[src/design/tlpw_pkg.sv]
// shared types and constants for the two-level page walk
package tlpw_pkg;

    localparam int PAGE_COUNT_DEFAULT = 128;
    localparam int PAGE_BYTES         = 32;
    localparam int OFFSET_W           = 5;
    localparam int FRAME_W            = 7;
    localparam int BYTE_ADDR_W        = 12;
    localparam int VADDR_W            = 15;

    localparam logic [1:0] OP_WRITE_PHYS = 2'd0;
    localparam logic [1:0] OP_WRITE_DISK = 2'd1;
    localparam logic [1:0] OP_TRANSLATE  = 2'd2;

    localparam logic [1:0] ST_HIT   = 2'd0;
    localparam logic [1:0] ST_DISK  = 2'd1;
    localparam logic [1:0] ST_FAULT = 2'd2;
    localparam logic [1:0] ST_WRITE = 2'd3;

    typedef struct packed {
        logic start;
        logic walk_tab;
        logic walk_data;
        logic finish;
    } tlpw_cmd_t;

    typedef struct packed {
        logic translate;
        logic dir_valid;
    } tlpw_stat_t;

endpackage

[src/design/tlpw_ctrl.sv]
// sequencer for request intake, walk steps and result handoff
module tlpw_ctrl (
    input  logic               clk,
    input  logic               rst_n,
    input  logic               in_valid,
    output logic               in_ready,
    output logic               out_valid,
    input  logic               out_ready,
    input  tlpw_pkg::tlpw_stat_t stat,
    output tlpw_pkg::tlpw_cmd_t  cmd
);
    import tlpw_pkg::*;

    typedef enum logic [3:0] {
        S_IDLE = 4'b0001,
        S_TAB  = 4'b0010,
        S_DATA = 4'b0100,
        S_FIN  = 4'b1000
    } state_t;

    state_t state_reg;
    state_t state_next;
    logic   out_valid_reg;
    logic   out_valid_next;
    logic   out_free;

    assign out_free  = !out_valid_reg || out_ready;
    assign in_ready  = (state_reg == S_IDLE);
    assign out_valid = out_valid_reg;

    always_comb
    begin
        state_next = state_reg;
        cmd        = '0;
        unique case (state_reg)
            S_IDLE:
            begin
                if (in_valid)
                begin
                    cmd.start  = 1'b1;
                    state_next = stat.translate ? S_TAB : S_FIN;
                end
            end
            S_TAB:
            begin
                cmd.walk_tab = 1'b1;
                state_next   = stat.dir_valid ? S_DATA : S_FIN;
            end
            S_DATA:
            begin
                cmd.walk_data = 1'b1;
                state_next    = S_FIN;
            end
            S_FIN:
            begin
                // hold the finished result until the output register frees up
                if (out_free)
                begin
                    cmd.finish = 1'b1;
                    state_next = S_IDLE;
                end
            end
            default:
            begin
                state_next = S_IDLE;
            end
        endcase
    end

    always_comb
    begin
        if (cmd.finish)
            out_valid_next = 1'b1;
        else if (out_ready)
            out_valid_next = 1'b0;
        else
            out_valid_next = out_valid_reg;
    end

    always_ff @(posedge clk or negedge rst_n)
    begin
        if (!rst_n)
        begin
            state_reg     <= S_IDLE;
            out_valid_reg <= 1'b0;
        end
        else
        begin
            state_reg     <= state_next;
            out_valid_reg <= out_valid_next;
        end
    end

endmodule

[config.mk]
export PLATFORM = sky130hd
export DESIGN_NAME = tlpw_ctrl
export DESIGN_NICKNAME = d
export VERILOG_FILES = /design/src/design/tlpw_pkg.sv /design/src/design/tlpw_ctrl.sv
export SDC_FILE = /design/constraint.sdc
export NUM_CORES = 1
export LEC_CHECK = 0
export BUFFER_PORTS_ARGS = -buffer_cell sky130_fd_sc_hd__buf_2
export CORE_AREA = 10 10 47 49
export DETAILED_ROUTE_END_ITERATION = 10
export DIE_AREA = 0 0 57 59
export SKIP_CTS_REPAIR_TIMING = 1
export SLEW_MARGIN = 40
export SYNTH_ARGS = -nofsm -noshare
export SYNTH_HDL_FRONTEND = slang
export SYNTH_SLANG_ARGS = --single-unit
export TNS_END_PERCENT = 5
[constraint.sdc]
create_clock -name clk -period 3.6 [get_ports clk]
set_input_delay 0.36 -clock clk [delete_from_list [all_inputs] [get_ports clk]]
set_output_delay 0.36 -clock clk [all_outputs]
set_load 0.1 [all_outputs]
# Yosys cells after proc, flatten, opt, wreduce, memory -nomap -nowiden

Cells that the tools add are included.

Register bits after elaboration: 5
Input bits: 6
Output and inout port bits: 6
Word-level logic and storage cells: 25

Equal/unequal tests: 6
Multiplexer cells: 13
Reduce and logical (&&, ||, !) cells: 4

Operators by type and width:

| cell                                                                  | count |
|---|---|
| 4-bit 2-to-1 mux                                                      | 4 |
| 4-bit one-hot mux with 4 select lines                                 | 1 |
| 1-bit 2-to-1 mux                                                      | 8 |
| 4-bit by 1-bit equality test with 1-bit output, second input constant | 1 |
| 4-bit by 2-bit equality test with 1-bit output, second input constant | 1 |
| 4-bit by 3-bit equality test with 1-bit output, second input constant | 1 |
| 4-bit equality test, second input constant                            | 1 |
| 2-bit inequality test, second input constant                          | 2 |
| 2-bit AND reduction                                                   | 1 |
| 2-bit nonzero test                                                    | 1 |
| 1-bit zero test                                                       | 1 |
| 1-bit logical OR                                                      | 1 |

# Depth between registers and ports, before layout

Gate-level depths: netlist (run 1).

Depth after elaboration: 5
Depth in mapped cells: 4
Depth with buffers taken out: 3

# Least setup slack after synthesis (run 1)

No wires, ideal clock.

Path type: register to register
From: register state_reg[2]
To: register state_reg[2]
Library setup time: 0.083 ns
Arrival time: 3.985 ns
Required time: 3.517 ns
Path slack: -0.467 ns
Stages on the path, launching flop included: 4
Cell sequence: dfrtp_1 buf_4 nor4b_1 and2_1

Word-level cells in the longest chain between the ends: 3
Elaborated cells on any way between the ends: 8

RTL lines:

| item                                                                                  | RTL line        | RTL |
|---|---|---|
| from (decl)                                                                           | tlpw_ctrl.sv:21 | `state_t state_reg;` |
| from (signal assigned)                                                                | tlpw_ctrl.sv:89 | `state_reg <= state_next;` |
| 4-bit equality test or 4-bit by 1-bit equality test with 1-bit output (tied branches) | tlpw_ctrl.sv:35 | `unique case (state_reg)` |
| 2-bit inequality test (no line)                                                       | --              |  |
| 2-bit AND reduction (no line)                                                         | --              |  |

Several ways; a longest one is shown, not always the timed one.
A chain may end at the register's enable or synchronous reset.

==> results list, run 1 <==
- The flow ran to the end, and the final reports show no timing, DRC or antenna violations.
- Measured along the y axis, the die boundary spans 59 um.
* Full die area: between 3000 and 4000 um2
* Number of slew-limit violations in the final report: 0
* Final count of hold timing violations: 0
- Clk buf depth: 2
* Number of violations reported at the end of detailed-routing iteration 0: 3
* Worst slew margin: 0.670
- Clock share of power: 0.202
* Final Setup Violations: 0
- The critical path in this run is classified as register to output port.
* Highest clock rate: about 450 MHz
- Pin count of the biggest net entering global routing: 9
- Portion of total power attributed to sequential cells: 0.289
- Worst hold path class: input port to register
- In this run, synthesis produced a sequential element count of 5.
* Net switching share of the total power: 0.517
- The netlist uses 19 different library cells.
* Layout overhead on the synthesized area: 29.8%
- Setup repair after global routing left no endpoint under its margin.
- Port Buffer Count: 11
- CP max-delay cell: sky130_fd_sc_hd__or4b_4
* Delay contributed by the slowest stage of the critical path: between 0.5 and 0.6 ns
* Sw Pwr: 163 uW
- Setup total negative slack on the finished layout was measured at 0 ns.
- The later pin in the worst-skew pair is clocked with a latency of 0.24 ns.
- The mapped netlist covers 307 um2.
* Final design area excluding fillers: 398 um2
* Final WS setup: 1.38 ns
- The number of antenna diodes in the final layout is 0.
* Cell leakage power: between 0.15 and 0.2 nW
- During I/O placement, the number of pins put on the boundary was 12.
* Share of synthesized area occupied by flip-flops and latches: 0.412
* Yosys top cell area share: 0.327
* Nets: 47
- Walking the worst path, the cells encountered are or4b_4 -> nor2b_1 -> buf_2.
* Total grt overflow: 0
- Core Area: 1400 um2
- Commonest non-fill, non-tap cell in the layout: sky130_fd_sc_hd__buf_2
- Clock tree synthesis inserted a total of 3 buffers.
- CP max FO: 8
- CTS tree: done
* Nature of the critical path startpoint: register
* Vias in the first global route: 254
- At the pin with the least slew margin, the transition time is 0.499 ns.
* Max reg flops: 4
- Number of nets with antenna violations after routing: 0
- The tool flagged a number of max-cap violations equal to 0.
- Vias per inst: 4.43
- Required time reported for the critical path endpoint: 3.24 ns
- Between clock sinks in the finished design, the worst skew comes to 0.00129 ns.
- Detailed routing inserted a total of around 250 vias.
- Worst hold slack across all endpoints: 0.347 ns
- The internal power of the cells totals 152 uW.
* Cell area power density: 793 nW/um2
- Family with the most delay on the worst path: simple AND/OR/NAND/NOR gates
- Cell taking the most area after synthesis: sky130_fd_sc_hd__dfrtp_1
- Each instance of the synthesized netlist takes up on average 11.4 um2.
- Number of placement rows: 14
* Initial core utilization: 0.219
- Post-Place Cell Area: around 360 um2
- Crit end category: output port
- DIE WIDTH: around 57 um
- Clock sink total: 5
- Together, buffers and inverters on the worst path number 1.
* Maximum resistive drop on vdd: 0.334 mV
- The share of total power dissipated in combinational logic is 0.508.
- In the final layout, the share of cells above drive strength 1 is 0.450.
- After layout, the minimum clock period comes to 2.22 ns.
* Overall routed net length: 681 um
- Of the available clock period, the critical path in the final layout requires 0.618.
- Count of synthesis-stage warnings from yosys: 0
- The first detailed-routing pass took 3 iterations.
- Routability-driven placement finished with a final weighted congestion of 0.731.
* First-pass GRT wire length: 1110 um
- When the netlist entered floorplanning its net count stood at 33.
- Detailed-route DRC error count: 0
- Prior to clock tree synthesis, the placed netlist has a worst setup slack of approximately 1.6 ns.
* Overall global routing resource usage: 0.0424
- After technology mapping, the gate count stands at 27.
- Post-CTS clock slew at the launch and capture registers of the worst setup and hold paths: 0.04 ns
* Highest-count cells in the layout ignoring fill and taps: 11 x sky130_fd_sc_hd__buf_2, 4 x sky130_fd_sc_hd__dfrtp_1, 3 x sky130_fd_sc_hd__nor4b_1, 3 x sky130_fd_sc_hd__clkbuf_4, 2 x sky130_fd_sc_hd__and2_1
* WL per Instance: between 10 and 15 um
- Clock tree synthesis selected as its root buffer the cell sky130_fd_sc_hd__clkbuf_4.
* Initial antenna violation count: 0
- Crit path DAT: ~1.9 ns
- CTS built an H-tree with a depth of 1.
- Largest cells by area after synthesis: sky130_fd_sc_hd__dfrtp_1 33%, sky130_fd_sc_hd__nor4b_1 11%, sky130_fd_sc_hd__dfstp_2 8.6%, sky130_fd_sc_hd__nor4b_4 7.8%, sky130_fd_sc_hd__buf_4 4.9%
cells by family (layout without fill, tap and decap cells):
family	count (synthesis)	after routing	synth area share
flip-flops	5	5	0.412
buffers and inverters	3	16	0.0857
XOR/XNOR	1	1	0.0286
AO/OA/AOI/OAI	3	3	0.0694
AND/OR/NAND/NOR	15	15	0.404
per-stage QoR:
stage	instances	util	total power, mW
finish	56	0.284	0.315
global route	56	0.284	0.332
CTS	55	0.277	0.319
detailed placement	51	0.258	0.253
global placement	51	0.258	0.252
floorplan	27	-	0.233
routing by layer:
layer | up-vias | share of wire | GRT usage
met5 | - | 0 | 0
met4 | 0 | 0 | 0.0503
met3 | 0 | 0.047 | 0.0129
met2 | 8 | 0.49 | 0.0543
met1 | 116 | 0.46 | 0.0499
li1 | 124 | - | -
cell type report:
| cell class | instances | area [um2] |
|---|---|---|
| fillers | 161 | 1000 |
| multi-input cells | 19 | 160 |
| flip-flops and latches | 5 | 126 |
| repair buffers | 12 | 65.1 |
| clock buffers | 4 | 26.3 |
| well taps | 16 | 20.0 |
synth_stat cells:
| cell | n |
|---|---|
| sky130_fd_sc_hd__buf_6 | 1 |
| sky130_fd_sc_hd__nand2_1 | 1 |
| sky130_fd_sc_hd__xor2_1 | 1 |
| sky130_fd_sc_hd__and3_1 | 1 |
| sky130_fd_sc_hd__dfstp_2 | 1 |
| sky130_fd_sc_hd__o22ai_1 | 1 |
| sky130_fd_sc_hd__nor3b_1 | 1 |
| sky130_fd_sc_hd__nor2b_1 | 1 |
| sky130_fd_sc_hd__buf_4 | 2 |
| sky130_fd_sc_hd__nor4b_1 | 4 |
| sky130_fd_sc_hd__nor2_1 | 1 |
| sky130_fd_sc_hd__nand2b_1 | 1 |
| sky130_fd_sc_hd__nor3_1 | 1 |
| sky130_fd_sc_hd__a22oi_1 | 1 |
| sky130_fd_sc_hd__nor4b_4 | 1 |
| sky130_fd_sc_hd__and2_1 | 2 |
| sky130_fd_sc_hd__dfrtp_1 | 4 |
| sky130_fd_sc_hd__or4b_4 | 1 |
| sky130_fd_sc_hd__o21a_1 | 1 |
power groups by stage:
| stage | Combinational (mW) | Clock, mW | Sequential [mW] |
|---|---|---|---|
| final | 0.160 | 0.0638 | 0.0913 |
| after global routing | 0.169 | 0.0684 | 0.0943 |
| after CTS | 0.161 | 0.0664 | 0.0913 |
| after detailed placement | 0.161 | 0 | 0.0921 |
| after global placement | 0.161 | 0 | 0.0911 |
| after floorplan | 0.137 | 0 | 0.0960 |
final timing paths:
| kind | start | end | slack (ns) | depth (start not counted) |
|---|---|---|---|---|
| min in group asynchronous | rst_n | state_reg[3] | 0.46 | 2 |
| worst min register to register | out_valid | out_valid | 0.54 | 2 |
| worst min-delay path | stat[0] | state_reg[2] | 0.35 | 2 |
| worst max-delay path | state_reg[1] | cmd[0] | 1.38 | 3 |
| worst max register to register | state_reg[1] | state_reg[0] | 2.29 | 2 |
| max in group asynchronous | rst_n | state_reg[0] | 2.93 | 2 |
Note: power is estimated with default switching activity, not from simulation.
==> run 2, diff against run 1 <==
- clock period: 3.6 -> 2.2 ns (I/O delays scaled with it)
==> run 2 against run 1 <==
Setup slack worse by 1.2 ns. Critical endpoint unchanged. Final cell count grew 3.6%. Clock power grew 63%. Sequential cell count is the same. Critical path depth stayed put. Combinational power increased by 74%. Sequential power increased by 56%.
==> results list, run 2 (synthesis results as in run 1) <==
- CP max-delay cell: sky130_fd_sc_hd__or4b_4
* Outcome: finished, final reports clean
* Delay contributed by the slowest stage of the critical path: 0.52 ns
* Full die area: approximately 3400 um2
- Number of buffers inserted during clock tree synthesis: 3
* Antenna cell count: 0
- Layout overhead on the synthesized area: 37.1%
- Counting I/O delays and the setup requirement, the final critical path takes 1.99 ns.
- Clock skew on the completed layout was measured at around 0.005 ns.
* DIE HEIGHT: 59 um
- Count of filler cells inserted in the layout: 155
* Initial core utilization: 0.219
- Worst setup path category: register to output port
* Required time reported for the critical path endpoint: 1.98 ns
* Pin count of the biggest net entering global routing: 9
- Worst flop-to-flop path endpoint: state_reg[3]
- The routed layout has 259 vias.
- Once detail routing completed, the nets flagged for antenna violations numbered 0.
* R2r setup slk: 0.93 ns
* Area of the multi-input gates: 168 um2
* CTS H-tree depth: 1
- Port Buffer Count: 11
* Launch point of the worst reg-to-reg path: state_reg[0]
* Worst slew margin: 0.676
- Clock sink total: 5
- The worst hold path passes through 2 cells.
- Hold timing on the final database bottoms out at a slack of 0.215 ns.
- Skew-Pair Late Insertion Delay: 0.24 ns
- CTS root buffer: sky130_fd_sc_hd__clkbuf_4
- Number of standard cells in the final layout excluding fillers: 58
- The floorplan step set the die width to 57 um.
* Overall routed net length: 700 um
- Summed over all layers, the global routing overflow is 0.
- Using the TritonRoute via totals, the vias-per-cell ratio works out to between 4 and 5.
- STA puts the critical path data arrival time at around 1.8 ns.
- CP max FO: 5
- Number of placement rows: 14
- Initial antenna violation count: 0
* Cell leakage power: roughly 0.2 nW
- Setup violations remaining at the end of the flow were counted as 0.
* Cells along the critical path: or4b_4 -> nor2b_1 -> buf_2
- Highest clock rate: a little over 500 MHz
- Worst Reg-to-Reg Cells: 3
- The worst setup path is captured at an output port.
* Drt pass-1 iters: 4
* Core Area: approximately 1400 um2
* Total power consumption of the routed design: 525 uW
- TritonCTS built the clock tree.
* Slew at the pin with the worst max-slew slack: 0.489 ns
- I/O pin count: 12
- The count of final max-slew check failures was 0.
- Final count of hold timing violations: 0
- In the final routed layout, each cell accounts on average for 12.1 um.
* Number of violations reported at the end of detailed-routing iteration 0: 6
* Hold path startpoint: stat[0]
* Clk buf depth: 2
- After detailed routing, the number of remaining DRC violations is 0.
- Nature of the critical path startpoint: register
* Max-capacitance violation count: 0
- Post-CTS clock slew at the launch and capture registers of the worst setup and hold paths: 0.04 ns
- The min-delay analysis places its worst path in the category input port to register.
* Area of all sequential standard cells: between 100 and 150 um2
* Worst Hold Path EP: state_reg[2]
- The worst-case IR drop observed on VDD is 0.725 mV.
- Adding up every negative setup slack in the final design gives 0 ns.
- The most critical setup path has its startpoint at state_reg[3].
- Highest-count cells in the layout ignoring fill and taps: 11 x sky130_fd_sc_hd__buf_2, 4 x sky130_fd_sc_hd__dfrtp_1, 3 x sky130_fd_sc_hd__clkbuf_4
- Once placement finished, the instance area stood at 384 um2.
* Fin crit share: 0.902
- Setup repair after global routing left no endpoint under its margin.
- Routability-driven placement finished with a final weighted congestion of 0.765.
- Max reg flops: 4
* Fraction of layout cells with a size suffix above 1: 0.524
* Commonest non-fill, non-tap cell in the layout: sky130_fd_sc_hd__buf_2
- Cell area power density: 1250 nW/um2
- Post-DP HPWL: 564 um
* First-pass GRT wire length: 1110 um
* # placed instances: 53
- The number of global-route vias before repair was 256.
- Final design area excluding fillers: 420 um2
- Overall global routing resource usage: 0.0407
- Nets: 49
[run 2: cell types whose count changed in the layout (fill, tap and decap cells not counted)]
| cell | delta |
|---|---|
| sky130_fd_sc_hd__buf_4 | +2 |
| sky130_fd_sc_hd__nor4b_1 | -1 |
| sky130_fd_sc_hd__and2_1 | -1 |
| sky130_fd_sc_hd__and2_2 | +1 |
| sky130_fd_sc_hd__nor4b_2 | +1 |
[run 2: stage by stage]
stage / util / setup slack (ns)
after CTS: 0.293 / 0.204
after floorplan: - / -0.367
after global routing: 0.300 / 0.161
final: 0.300 / 0.215
after global placement: 0.274 / 0.482
after detailed placement: 0.274 / 0.469
[run 2: per-layer routing]
| layer | part of all wire | global-route usage | vias up |
|---|---|---|---|
| met5 | 0 | 0 | - |
| met4 | 0 | 0.0201 | 0 |
| met3 | 0.074 | 0.0236 | 0 |
| met2 | 0.50 | 0.0558 | 10 |
| met1 | 0.42 | 0.0488 | 120 |
| li1 | - | - | 129 |
[run 2: where the power goes]
part,switching [mW],internal (mW),total [mW]
registers,0.0271,0.115,0.142
clock network,0.0357,0.0685,0.104
logic,0.207,0.0725,0.279
[run 2: final cells by class]
cell class / instances / area share
Clock buffer: 4 / 0.0625
Multi-Input combinational cell: 19 / 0.399
Sequential cell: 5 / 0.301
Tap cell: 16 / 0.0476
Timing Repair Buffer: 14 / 0.190
[run 2: worst max-delay path by stage]
stage | endpoint | slack, ns | depth (start not counted)
floorplan | state_reg[2] | -0.37 | 3
global placement | cmd[0] | 0.48 | 3
detailed placement | cmd[0] | 0.47 | 3
CTS | cmd[0] | 0.20 | 3
global route | cmd[0] | 0.16 | 3
finish | cmd[0] | 0.21 | 3
[run 2: worst max-delay path, delay by kind of cell, from the launching register on]
kind,cells,cell delay (ns)
buffers and inverters,1,0.43
and+or+nand+nor,2,0.64
DFF,1,0.46
==> run 3, diff against run 2 <==
- PLACE_DENSITY: unset -> 0.41
==> run 3 against run 2 <==
Clock power rose by 11%. Non-clock buffer count fell by 2. Combinational power fell by 5%. Die area did not move. Critical path depth did not move. Hold slack got worse by 0.025 ns. Clock-buffer cell count did not move. First-iteration DRC count fell by 50%. Total power rose by 0.98%. Final cell count fell by 3.4%. Sequential power rose by 6%. Design area fell by 3.6%. Critical path type unchanged. Critical endpoint unchanged. Highest routed layer unchanged.
==> results list, run 3 (synthesis results as in run 1) <==
- Core Area: approximately 1400 um2
- Power spread over the standard cell area amounts to 1310 nW/um2.
- In the final routing, the length of wire on met1 measures 321 um.
- Overall routed net length: around 730 um
- Max-cap violations in this run came to 0.
- Subtracting the final worst setup slack from the clock period gives 2.08 ns.
- Skew-Pair Late Insertion Delay: between 0.2 and 0.3 ns
- Port Buffer Count: 11
- After legalization and detailed placement, the total HPWL measured ~540 um.
* Cell leakage power: 0.195 nW
- 12 I/O pins were placed.
- Detailed-route DRC error count: 0
* Initial core utilization: 0.219
- In this run the critical register-to-register path is captured at state_reg[0].
- The first global-routing pass estimated 1260 um of wire.
- OpenSTA, run right after detailed placement, puts the worst setup slack at 0.400 ns.
- The floorplan step set the die height to 59 um.
- Total power consumption of the routed design: 530 uW
- Nature of the critical path startpoint: register
- CTS tree: done
- The number of global-route vias before repair came to 270.
- Entering global routing, the biggest net connects 9 pins.
* Number of standard cells in the final layout excluding fillers: 56
- CTS root buffer: sky130_fd_sc_hd__clkbuf_4
- The worst setup path is captured at an output port.
- Worst hold slack across all endpoints: about 0.19 ns
* Setup crit end: cmd[0]
- WL per Instance: approximately 13 um
- Headroom to the max-slew limit came out at 0.675.
- Detailed routing placed a total of ~63 um of wire on met3.
- Top layer reached by signal wires: met3
- In the finished design, the share of the clock period the worst path needs comes to 0.945.
* CTS H-tree depth: 1
* R2r setup slk: 0.88 ns
- Vias per inst: about 4.5
* Highest clock rate: 481 MHz
* Drt pass-1 iters: 2
* Crit path DAT: about 1.9 ns
- Beginning of the critical path: state_reg[1]
- The detailed router placed around 250 vias in this run.
- # placed instances: 51
* Final weighted congestion in routability-driven placement: 0.661
- Total grt overflow: 0
* Highest-count cells in the layout ignoring fill and taps: 11 x sky130_fd_sc_hd__buf_2, 4 x sky130_fd_sc_hd__dfrtp_1, 3 x sky130_fd_sc_hd__clkbuf_4
* CP max FO: 8
- Post-CTS clock slew at the launch and capture registers of the worst setup and hold paths: around 0.05 ns
- The critical path is of the register to output port type.
* Required time reported for the critical path endpoint: 1.98 ns
- Total length of routed met2 wires: 340 um
- Once layout is complete, the utilization of the core stands at 0.289.
* Layout overhead on the synthesized area: 32.2%
* Full die area: around 3400 um2
- Overall global routing resource usage: 0.0503
- Clock tree skew after final layout: 0.000990 ns
- In the final design database the tool counted 47 nets.
- Initial antenna violation count: 0
- Number of nets with antenna violations after routing: 0
- Antenna cell count: 0
- Counting the buffers created by CTS gives 3.
- The worst register-to-register path begins at state_reg[1].
- Commonest non-fill, non-tap cell in the layout: sky130_fd_sc_hd__buf_2
- DIE WIDTH: 57 um
- Number of slew-limit violations in the final report: 0
- Final count of hold timing violations: 0
- Outcome: finished, final reports clean
- RSZ-0062 raised after global routing: no
- Final WS setup: 0.121 ns
- Slew at the pin with the worst max-slew slack: 0.491 ns
- Final Setup Violations: 0
- Worst Reg-to-Reg Cells: 2
- In this run, the number of DRC markers left after iteration 0 of detailed routing was 3.
- After floorplanning, the core was divided into 14 placement rows.
- Across the VDD grid, the largest voltage drop is between 0.2 and 0.3 mV.
- No sink is reached through more buffers than the 2 on the longest clock path.
* Max reg flops: 4
- Clock sink total: 5
- Of the cells placed in the final design, the portion with a size suffix greater than 1 is 0.500.
- In this run the worst hold path is classified as input port to register.
-- run 3: per-layer routing --
metal | up-vias | track usage
met4 | 0 | 0.0302
met3 | 0 | 0.0408
met2 | 9 | 0.0682
met5 | - | 0
li1 | 124 | -
met1 | 118 | 0.0528
-- run 3: critical path, cell delays in order, from the launching register on --
cell and delay, ns:
sky130_fd_sc_hd__dfrtp_1 0.49, sky130_fd_sc_hd__or4b_4 0.58, sky130_fd_sc_hd__nor2b_1 0.11, sky130_fd_sc_hd__buf_2 0.43
-- run 3: per-stage QoR --
step | TNS (ns) | instance area, um2
global placement | 0 | 369
CTS | 0 | 395
floorplan | -1.20 | 320
finish | 0 | 405
detailed placement | 0 | 369
global route | 0 | 405
-- run 3: worst min-delay path by stage --
stage	startpoint	end	slack, ns	cells after the start
finish	stat[0]	state_reg[2]	0.19	2
global route	stat[0]	state_reg[2]	0.20	2
CTS	rst_n	out_valid	-0.23	1
detailed placement	rst_n	out_valid	0.04	1
global placement	rst_n	state_reg[1]	0.04	1
floorplan	rst_n	out_valid	-0.08	0
-- run 3: area by class of cell --
class | count | area (um2)
timing repair buffer | 12 | 65.1
tap | 16 | 20.0
sequential | 5 | 126
multi-input combinational | 19 | 168
clock buffer | 4 | 26.3
fill | 167 | 996
-- run 3: where the power goes --
part | switching, mW | internal, mW
Clock | 0.0458 | 0.0691
Sequential | 0.0368 | 0.114
Combinational | 0.197 | 0.0677
